### config.mk
export PLATFORM = sky130hd
export DESIGN_NAME = lsm_ctrl
export DESIGN_NICKNAME = d
export VERILOG_FILES = /design/src/hdl/lsm_pkg.sv /design/src/hdl/lsm_ctrl.sv
export SDC_FILE = /design/constraint.sdc
export NUM_CORES = 1
export LEC_CHECK = 0
export BUFFER_PORTS_ARGS = -buffer_cell sky130_fd_sc_hd__buf_2
export CAP_MARGIN = 0
export CORE_MARGIN = 5
export CORE_UTILIZATION = 45
export CTS_CLUSTER_DIAMETER = 120
export DETAILED_ROUTE_END_ITERATION = 8
export HOLD_SLACK_MARGIN = 0.02
export PLACE_DENSITY = 0.72
export SLEW_MARGIN = 10
export SYNTH_ARGS = -nofsm -noshare
export SYNTH_HDL_FRONTEND = slang
export SYNTH_SLANG_ARGS = --single-unit
export TNS_END_PERCENT = 20
### constraint.sdc
create_clock -name clk -period 1.5 [get_ports clk]
set_input_delay 0.225 -clock clk [delete_from_list [all_inputs] [get_ports clk]]
set_output_delay 0.225 -clock clk [all_outputs]
set_load 0.05 [all_outputs]
### src/hdl/lsm_pkg.sv
`default_nettype none
// ----------------------------------------------------------------------------
// Laplacian sharpness measure: shared package
// Widths, constants, command and status words, and the dimension clamp.
// ----------------------------------------------------------------------------
package lsm_pkg;

    localparam int MAX_WIDTH  = 4096;
    localparam int MAX_HEIGHT = 4096;

    localparam int DIM_W      = 13;
    localparam int PIX_W      = 8;
    localparam int COL_W      = $clog2(MAX_WIDTH);
    localparam int ROW_W      = $clog2(MAX_HEIGHT);
    localparam int PROD_W     = COL_W + ROW_W;

    localparam int SUM_W      = 44;
    localparam int COUNT_W    = 24;
    localparam int MEAN_W     = 28;
    localparam int Q_FRAC     = 8;
    localparam int DVD_W      = SUM_W + Q_FRAC;
    localparam int DIV_CNT_W  = $clog2(DVD_W);

    localparam int COEF_W     = 15;
    localparam int GRAY_SUM_W = 23;
    localparam int GRAY_SHIFT = 15;
    localparam logic [COEF_W-1:0] COEF_R = 15'd9798;
    localparam logic [COEF_W-1:0] COEF_G = 15'd19235;
    localparam logic [COEF_W-1:0] COEF_B = 15'd3736;

    localparam int LAP_W      = 12;
    localparam int MAG_W      = 10;
    localparam int SQ_W       = 2 * MAG_W;

    localparam int CFG_IDX_W  = 1;
    localparam logic [CFG_IDX_W-1:0] REG_FRAME_WIDTH  = 1'd0;
    localparam logic [CFG_IDX_W-1:0] REG_FRAME_HEIGHT = 1'd1;

    localparam logic [DIM_W-1:0] WIDTH_RESET  = 13'd640;
    localparam logic [DIM_W-1:0] HEIGHT_RESET = 13'd480;

    typedef struct packed {
        logic capture;
        logic shift;
        logic square;
        logic accumulate;
        logic load_div;
        logic div_step;
        logic out_load;
        logic cfg_write;
    } lsm_cmd_t;

    typedef struct packed {
        logic last_pixel;
        logic frame_ok;
    } lsm_stat_t;

    // Zero reads as one, anything above the maximum saturates.
    function automatic logic [DIM_W-1:0] clamp_dim(input logic [DIM_W-1:0] v,
                                                   input logic [DIM_W-1:0] hi);
        logic [DIM_W-1:0] r;
        r = v;
        if (v == '0)
            r = DIM_W'(1);
        else if (v > hi)
            r = hi;
        return r;
    endfunction

endpackage
`default_nettype wire

### src/hdl/lsm_ctrl.sv
`default_nettype none
// ----------------------------------------------------------------------------
// Laplacian sharpness measure: controller
// Sequences each pixel through read, window, square and accumulate, then at
// frame end runs the divider, unless the frame is too narrow or short, and hands the result to the output register.
// ----------------------------------------------------------------------------
module lsm_ctrl (
    input  wire logic                clk,
    input  wire logic                rst_n,
    input  wire logic                in_valid,
    output logic                     in_stall,
    output logic                     out_valid,
    input  wire logic                out_stall,
    input  wire logic                cfg_valid,
    output logic                     cfg_ready,
    input  wire lsm_pkg::lsm_stat_t  stat,
    output lsm_pkg::lsm_cmd_t        cmd
);
    import lsm_pkg::*;

    localparam logic [2:0] S_IDLE = 3'd0;
    localparam logic [2:0] S_READ = 3'd1;
    localparam logic [2:0] S_LAP  = 3'd2;
    localparam logic [2:0] S_ACC  = 3'd3;
    localparam logic [2:0] S_LOAD = 3'd4;
    localparam logic [2:0] S_DIV  = 3'd5;
    localparam logic [2:0] S_DONE = 3'd6;

    logic [2:0]           state_reg, state_next;
    logic [DIV_CNT_W-1:0] div_cnt_reg, div_cnt_next;
    logic                 out_valid_reg, out_valid_next;

    assign in_stall  = (state_reg != S_IDLE);
    assign cfg_ready = (state_reg == S_IDLE);
    assign out_valid = out_valid_reg;

    always_comb
    begin
        state_next    = state_reg;
        div_cnt_next  = div_cnt_reg;
        cmd           = '0;
        cmd.cfg_write = cfg_valid && cfg_ready;
        unique case (state_reg)
            S_IDLE:
            begin
                if (in_valid)
                begin
                    cmd.capture = 1'b1;
                    state_next  = S_READ;
                end
            end
            S_READ:
            begin
                cmd.shift  = 1'b1;
                state_next = S_LAP;
            end
            S_LAP:
            begin
                cmd.square = 1'b1;
                state_next = S_ACC;
            end
            S_ACC:
            begin
                cmd.accumulate = 1'b1;
                state_next     = stat.last_pixel ? S_LOAD : S_IDLE;
            end
            S_LOAD:
            begin
                cmd.load_div = 1'b1;
                div_cnt_next = '0;
                state_next   = stat.frame_ok ? S_DIV : S_DONE;
            end
            S_DIV:
            begin
                cmd.div_step = 1'b1;
                div_cnt_next = div_cnt_reg + DIV_CNT_W'(1);
                if (div_cnt_reg == DIV_CNT_W'(DVD_W - 1))
                    state_next = S_DONE;
            end
            S_DONE:
            begin
                // Wait until the output register is free or being emptied.
                if (!out_valid_reg || !out_stall)
                begin
                    cmd.out_load = 1'b1;
                    state_next   = S_IDLE;
                end
            end
            default:
            begin
                state_next = S_IDLE;
            end
        endcase
    end

    always_comb
    begin
        out_valid_next = out_valid_reg;
        if (cmd.out_load)
            out_valid_next = 1'b1;
        else if (out_valid_reg && !out_stall)
            out_valid_next = 1'b0;
    end

    always_ff @(posedge clk or negedge rst_n)
    begin
        if (!rst_n)
        begin
            state_reg     <= S_IDLE;
            div_cnt_reg   <= '0;
            out_valid_reg <= 1'b0;
        end
        else
        begin
            state_reg     <= state_next;
            div_cnt_reg   <= div_cnt_next;
            out_valid_reg <= out_valid_next;
        end
    end

    a_accept_starts_read: assert property (@(posedge clk) disable iff (!rst_n)
        in_valid && !in_stall |=> state_reg == S_READ)
        else $error("accepted pixel did not start the read step");

    a_no_result_overwrite: assert property (@(posedge clk) disable iff (!rst_n)
        cmd.out_load |-> (!out_valid_reg || !out_stall))
        else $error("result register loaded while a stalled word waits");

    a_div_count_bound: assert property (@(posedge clk) disable iff (!rst_n)
        state_reg == S_DIV |-> div_cnt_reg < DIV_CNT_W'(DVD_W))
        else $error("divider ran past its step count");

endmodule
`default_nettype wire
==> results of run 1 <==
## logic make-up after synthesis
family / after synthesis
adders and majority gates: 1
DFF: 10
and+or+nand+nor: 35
muxes: 2
buffers and inverters: 8
AOI/OAI and AO/OA: 12
## critical path: cells and delay by family, from the launching register on
family	cells	cell delay [ps]
buf+inv	2	330
flops	1	450
simple gates	2	270
## power by group through the flow
stage / Combinational [mW] / Sequential (mW) / Clock, mW
4_1_cts: 1.33 / 0.550 / 0.248
5_1_grt: 1.73 / 0.567 / 0.283
6_report: 1.64 / 0.543 / 0.249
3_5_place_dp: 1.08 / 0.567 / 0
3_3_place_gp: 1.07 / 0.560 / 0
2_1_floorplan: 0.910 / 0.482 / 0
## final timing paths
| kind | depth (start not counted) | slack, ps | start | end |
|---|---|---|---|---|
| max | 4 | -50 | state_reg[2] | cmd[1] |
| min | 2 | 180 | stat[1] | state_reg[2] |
| max reg2reg | 4 | 100 | div_cnt_reg[0] | div_cnt_reg[4] |
| min reg2reg | 2 | 500 | div_cnt_reg[1] | div_cnt_reg[1] |
| max in group asynchronous | 2 | 930 | rst_n | state_reg[0] |
| min in group asynchronous | 2 | 350 | rst_n | state_reg[1] |
## layer usage
| layer | vias to the layer above | GRT usage [%] | wire (um) |
|---|---|---|---|
| li1 | 318 | - | - |
| met2 | 43 | 28.5 | 1010 |
| met1 | 324 | 23.7 | 725 |
| met4 | 0 | 9.94 | 23 |
| met3 | 2 | 3.45 | 145 |
| met5 | - | 0 | 0 |
## layout by cell type (no fill, tap or decap), drive strengths merged, types with 2 or more instances in the layout
cell / n
nand2: 7
a22o: 2
and2: 3
and3: 2
clkbuf: 4
o21ai: 3
or4b: 2
inv: 2
buf: 36
nor2: 3
nor3b: 3
nand2b: 2
dfrtp: 10
nand3: 7
## layout make-up
class	count	area (um^2)	share of cell area, %
well taps	15	18.8	1.87
inverters	2	7.51	0.746
flip-flops and latches	10	254	25.2
repair buffers	37	304	30.2
clock buffers	4	36.3	3.61
multi-input cells	50	385	38.3
## timing repair
item                       in CTS  in global routing
pin swaps                       1                  2
setup buffers                   7                  6
hold endpoints to repair       10                  0
gates resized for setup        20                 15
hold buffers                    1                  0
setup endpoints to repair      10                 10
## through the flow
step,cell area [um^2],power (mW)
after floorplan,644,1.39
after global placement,754,1.62
after CTS,908,2.13
final,1010,2.43
after global routing,1010,2.58
after detailed placement,754,1.64
==> impl_metrics.py, run 1 <==
metrics = {
    "power_and_ir_drop": {
        "p_int_mw": 1.26,
        "vdd.ir_drop.worst_mv": 1.72,
        "p_seq_share_pct": 22.4,
        "pwr_density_cell_nw_per_um2": 2410,
        "clkPwrFrac_pct": 10.2,
        "netSwitchingFraction_pct": 48.0,
        "p_leak_nw": 0.506,
        "comb_power_share_pct": 67.4,
        "p_sw_mw": 1.17,
    },
    "sta": {
        "period_minus_slack_ps": 1550,
        "whs_ps": 176,
        "final_max_slew_viol_count": 0,
        "worst_pin_slew_ps": 270,
        "setup_tns_ps": -209,
        "hold_viol_final": 0,
        "skew_ps": 4.11,
        "slew_headroom_pct": 82.2,
        "period_share_pct": 103,
        "rsz0062_at_grt": "true",
        "setup_viol": 7,
        "fmax_mhz": 646,
        "fin_ws_ps": -47.9,
    },
    "clock_tree": {
        "clkSlewWorstSetupHoldPaths_ps": 70,
        "cts_num_sinks": 10,
        "numCtsBuffers": 3,
        "insertion_delay_ps": 270,
        "ctsRootBufferMaster": "clkbuf_4",
        "cts_tree": "built",
        "htree_levels": 1,
        "cts_buffer_depth": 2,
    },
    "flow_run": {
        "drv_cap": 0,
    },
    "worst_setup_path": {
        "startpoint_type": "flip-flop",
        "critPathMaxStageDelay_ps": 450,
        "arrival_ps": 1320,
        "critPathSlowestCell": "dfrtp_2",
        "crit_required_ps": 1270,
        "crit_chain": "buf_4 -> nand2_4 -> nor3b_4 -> buf_6",
        "critPathMaxFanout": 6,
        "worstSetupEndpointType": "output pin",
        "path_class": "flip-flop to output pin",
    },
    "finish": {
        "largest_reg_flops": 6,
        "final_util_pct": 77.3,
        "drive_above_1_share_pct": 52.4,
        "n_antenna_cell": 0,
        "fill_cells": 87,
        "area_delta_synth_final_pct": 62.1,
        "layout.cells.non_filler": 118,
        "fin_nets": 112,
    },
    "yosys": {
        "synth_cell_type_count": 31,
        "synthTopCellsByCount": "10 x dfrtp_1, 7 x nand2_1, 7 x nand3_1, 4 x buf_2",
        "avgSynthCellArea_um2": 9.13,
        "synth_top_family_by_area": "simple AND/OR/NAND/NOR gates",
        "synth-main-ff-cell": "dfrtp_1",
        "yosysSeqAreaShare_pct": 40.3,
        "yosysWarnings": 0,
        "synth_compound_area_share_pct": 14.7,
        "post-synth-top-count-cell": "dfrtp_1",
        "synth_mux_area_share_pct": 3.43,
        "synth_top_cell_area_share_pct": 40.3,
        "ys_ff_latch": 10,
        "async_reset_ff_share_pct": 100,
        "synthXorXnorAreaFrac_pct": 0,
        "syn_area_um2": 621,
        "synthSimpleGateAreaFrac_pct": 32.1,
        "synth_cells": 68,
        "synth_fp_nets": 76,
        "yosys.area.top_type": "dfrtp_1",
        "synth_edf_count": 0,
        "yosys-top-cells-area": "dfrtp_1 40%, nand3_1 5.6%, nand2_1 4.2%",
        "synth-adder-area-share_pct": 2.02,
    },
    "detailed_routing": {
        "avgViaCountPerCell": 5.82,
        "wl_mm": 1.90,
        "routedWlPerCell_um": 16.1,
        "drcViolationCount": 0,
        "via_count": 687,
        "drt-pass1-iter-count": 4,
        "drt_iter0_markers": 15,
        "ant_nets": 0,
    },
    "global_route": {
        "grt_pass1_vias": 623,
        "grt_first_pass_wirelength_mm": 2.82,
        "grt_max_degree": 11,
        "grt-ovfl-total": 0,
        "grt_usage_pct": 18.2,
        "antenna_found_initial": 0,
    },
    "placed_design": {
        "numPortBuffers": 17,
        "dp.final_hpwl_mm": 1.01,
        "dp_cells": 100,
        "place_ws_ps": 47.4,
        "gp_congestion": 0.787,
    },
    "die": {
        "die_y_um": 47.1,
        "die_w_um": 47.1,
        "start_util_pct": 47.7,
        "core_area_um2": 1300,
        "row_count": 13,
        "io_pins": 18,
        "die_area_um2": 2220,
    },
    "status": {
        "outcome": "finished, violations left",
        "failed_checks": "setup timing",
    },
    "hold_path": {
        "worst_hold_path_type": "input port to flip-flop",
    },
}
No activity file was read; power rests on OpenSTA's default activity.
==> run 2: changes to the inputs <==
--- a/config.mk
+++ b/config.mk
@@ -13,6 +13,7 @@
 export DETAILED_ROUTE_END_ITERATION = 8
 export HOLD_SLACK_MARGIN = 0.02
 export PLACE_DENSITY = 0.72
+export SETUP_SLACK_MARGIN = 0.5
 export SLEW_MARGIN = 10
 export SYNTH_ARGS = -nofsm -noshare
 export SYNTH_HDL_FRONTEND = slang
==> run 2 against run 1 <==
  * The run still ends with setup timing left
  * Critical path depth is the same
  * First-iteration DRC count grew 73%
  * Fmax shrank 3.3%
  * Cell count shrank 4.2%
  * Utilization grew 3.2 points
  * Non-clock buffer count shrank 5
  * Sequential power grew 7.2%
  * Critical path type unchanged
  * Highest routed layer unchanged
==> impl_metrics.py, run 2 (synthesized netlist as in run 1, its figures left out) <==
metrics = {
    "clock_tree": {
        "clkSlewWorstSetupHoldPaths_ps": 70,
        "cts_tree": "built",
        "insertion_delay_ps": 270,
        "numCtsBuffers": 3,
        "cts_num_sinks": 10,
        "cts_buffer_depth": 2,
        "htree_levels": 1,
        "ctsRootBufferMaster": "clkbuf_4",
    },
    "detailed_routing": {
        "ant_nets": 0,
        "routedWlPerCell_um": 17.3,
        "via_count": 641,
        "drt-pass1-iter-count": 4,
        "drt_iter0_markers": 26,
        "wl_mm": 1.95,
        "avgViaCountPerCell": 5.67,
        "drcViolationCount": 0,
    },
    "finish": {
        "fin_nets": 107,
        "largest_reg_flops": 6,
        "final_util_pct": 80.5,
        "area_delta_synth_final_pct": 68.7,
        "layout.cells.non_filler": 113,
        "n_antenna_cell": 0,
        "layout_commonest_cell": "buf_6",
        "final_cell_mix": "15 x buf_6, 7 x nand2_1, 7 x buf_4",
        "drive_above_1_share_pct": 55.1,
        "post-route-cell-area_um2": 1050,
    },
    "placed_design": {
        "dp_cells": 101,
        "dp.final_hpwl_mm": 1.07,
        "gp_congestion": 0.811,
        "placed_area_um2": 764,
        "place_ws_ps": 59.7,
        "numPortBuffers": 17,
    },
    "worst_setup_path": {
        "worstSetupEndpointType": "output pin",
        "r2r_cells": 5,
        "crit_required_ps": 1270,
        "endpoint": "cmd[7]",
        "path_class": "flip-flop to output pin",
        "arrival_ps": 1370,
        "startpoint_type": "flip-flop",
        "crit_start": "state_reg[2]",
        "critPathMaxFanout": 4,
        "reg2reg_to": "div_cnt_reg[3]",
        "worstReg2RegStart": "state_reg[2]",
        "r2r_setup_slack_ps": 110,
    },
    "sta": {
        "slew_headroom_pct": 82.8,
        "period_share_pct": 107,
        "setup_viol": 9,
        "fin_ws_ps": -99.9,
        "skew_ps": 8.36,
        "worst_pin_slew_ps": 257,
        "setup_tns_ps": -528,
        "final_max_slew_viol_count": 0,
        "fmax_mhz": 625,
        "period_minus_slack_ps": 1600,
        "hold_viol_final": 0,
        "whs_ps": 189,
        "rsz0062_at_grt": "true",
    },
    "power_and_ir_drop": {
        "pwr_density_cell_nw_per_um2": 2400,
        "p_leak_nw": 0.499,
        "vdd.ir_drop.worst_mv": 1.59,
        "p_total_mw": 2.51,
    },
    "status": {
        "outcome": "finished, violations left",
        "failed_checks": "setup timing",
    },
    "global_route": {
        "grt-ovfl-total": 0,
        "grt_max_degree": 16,
        "grt_usage_pct": 18.8,
        "grt_first_pass_wirelength_mm": 2.87,
        "grt_pass1_vias": 595,
        "antenna_found_initial": 0,
    },
    "flow_run": {
        "drv_cap": 0,
    },
    "hold_path": {
        "min_from": "stat[1]",
        "worst_hold_path_type": "input port to flip-flop",
    },
    "die": {
        "die_y_um": 47.1,
        "row_count": 13,
        "start_util_pct": 47.7,
        "die_area_um2": 2220,
        "io_pins": 18,
        "die_w_um": 47.1,
        "core_area_um2": 1300,
    },
}
## run 2: final cells by class
type | count | area, um^2
Inverter | 2 | 7.51
Multi-Input combinational cell | 50 | 423
Sequential cell | 10 | 255
Tap cell | 15 | 18.8
Clock buffer | 4 | 36.3
Timing Repair Buffer | 32 | 307
Fill cell | 79 | 254
## run 2: worst min path at each step
stage	end	slack, ps	cells past startpoint
after detailed placement	div_cnt_reg[5]	100	1
after floorplan	div_cnt_reg[0]	-70	0
after global placement	div_cnt_reg[5]	100	1
after global routing	state_reg[2]	200	2
final	state_reg[2]	190	2
after CTS	state_reg[2]	190	2
## run 2: timing repair
item | in CTS | in global routing
pin swaps | 7 | 8
hold buffers | 1 | 0
gates resized for setup | 30 | 20
setup endpoints to repair | 20 | 20
setup buffers | 5 | 2
endpoints found under the hold margin | 10 | 0
## run 2: per-layer routing
layer  wire length [um]  vias to the layer above  global-route usage [%]
li1                   -                      305                       -
met1                833                      315                    25.1
met2               1000                       19                    27.4
met3                103                        2                    7.66
met4                 10                        0                    6.63
met5                  0                        -                       0
## run 2: power by group
group | total (mW) | switching (mW) | internal (mW)
logic | 1.68 | 0.911 | 0.771
clock network | 0.246 | 0.0980 | 0.147
registers | 0.582 | 0.201 | 0.380
total | 2.51 | 1.21 | 1.30
## run 2: critical path: stages (launching register included)
cell and delay [ps]:
dfrtp_2 430, buf_6 130, nor3_4 200, and2_4 200, buf_8 140
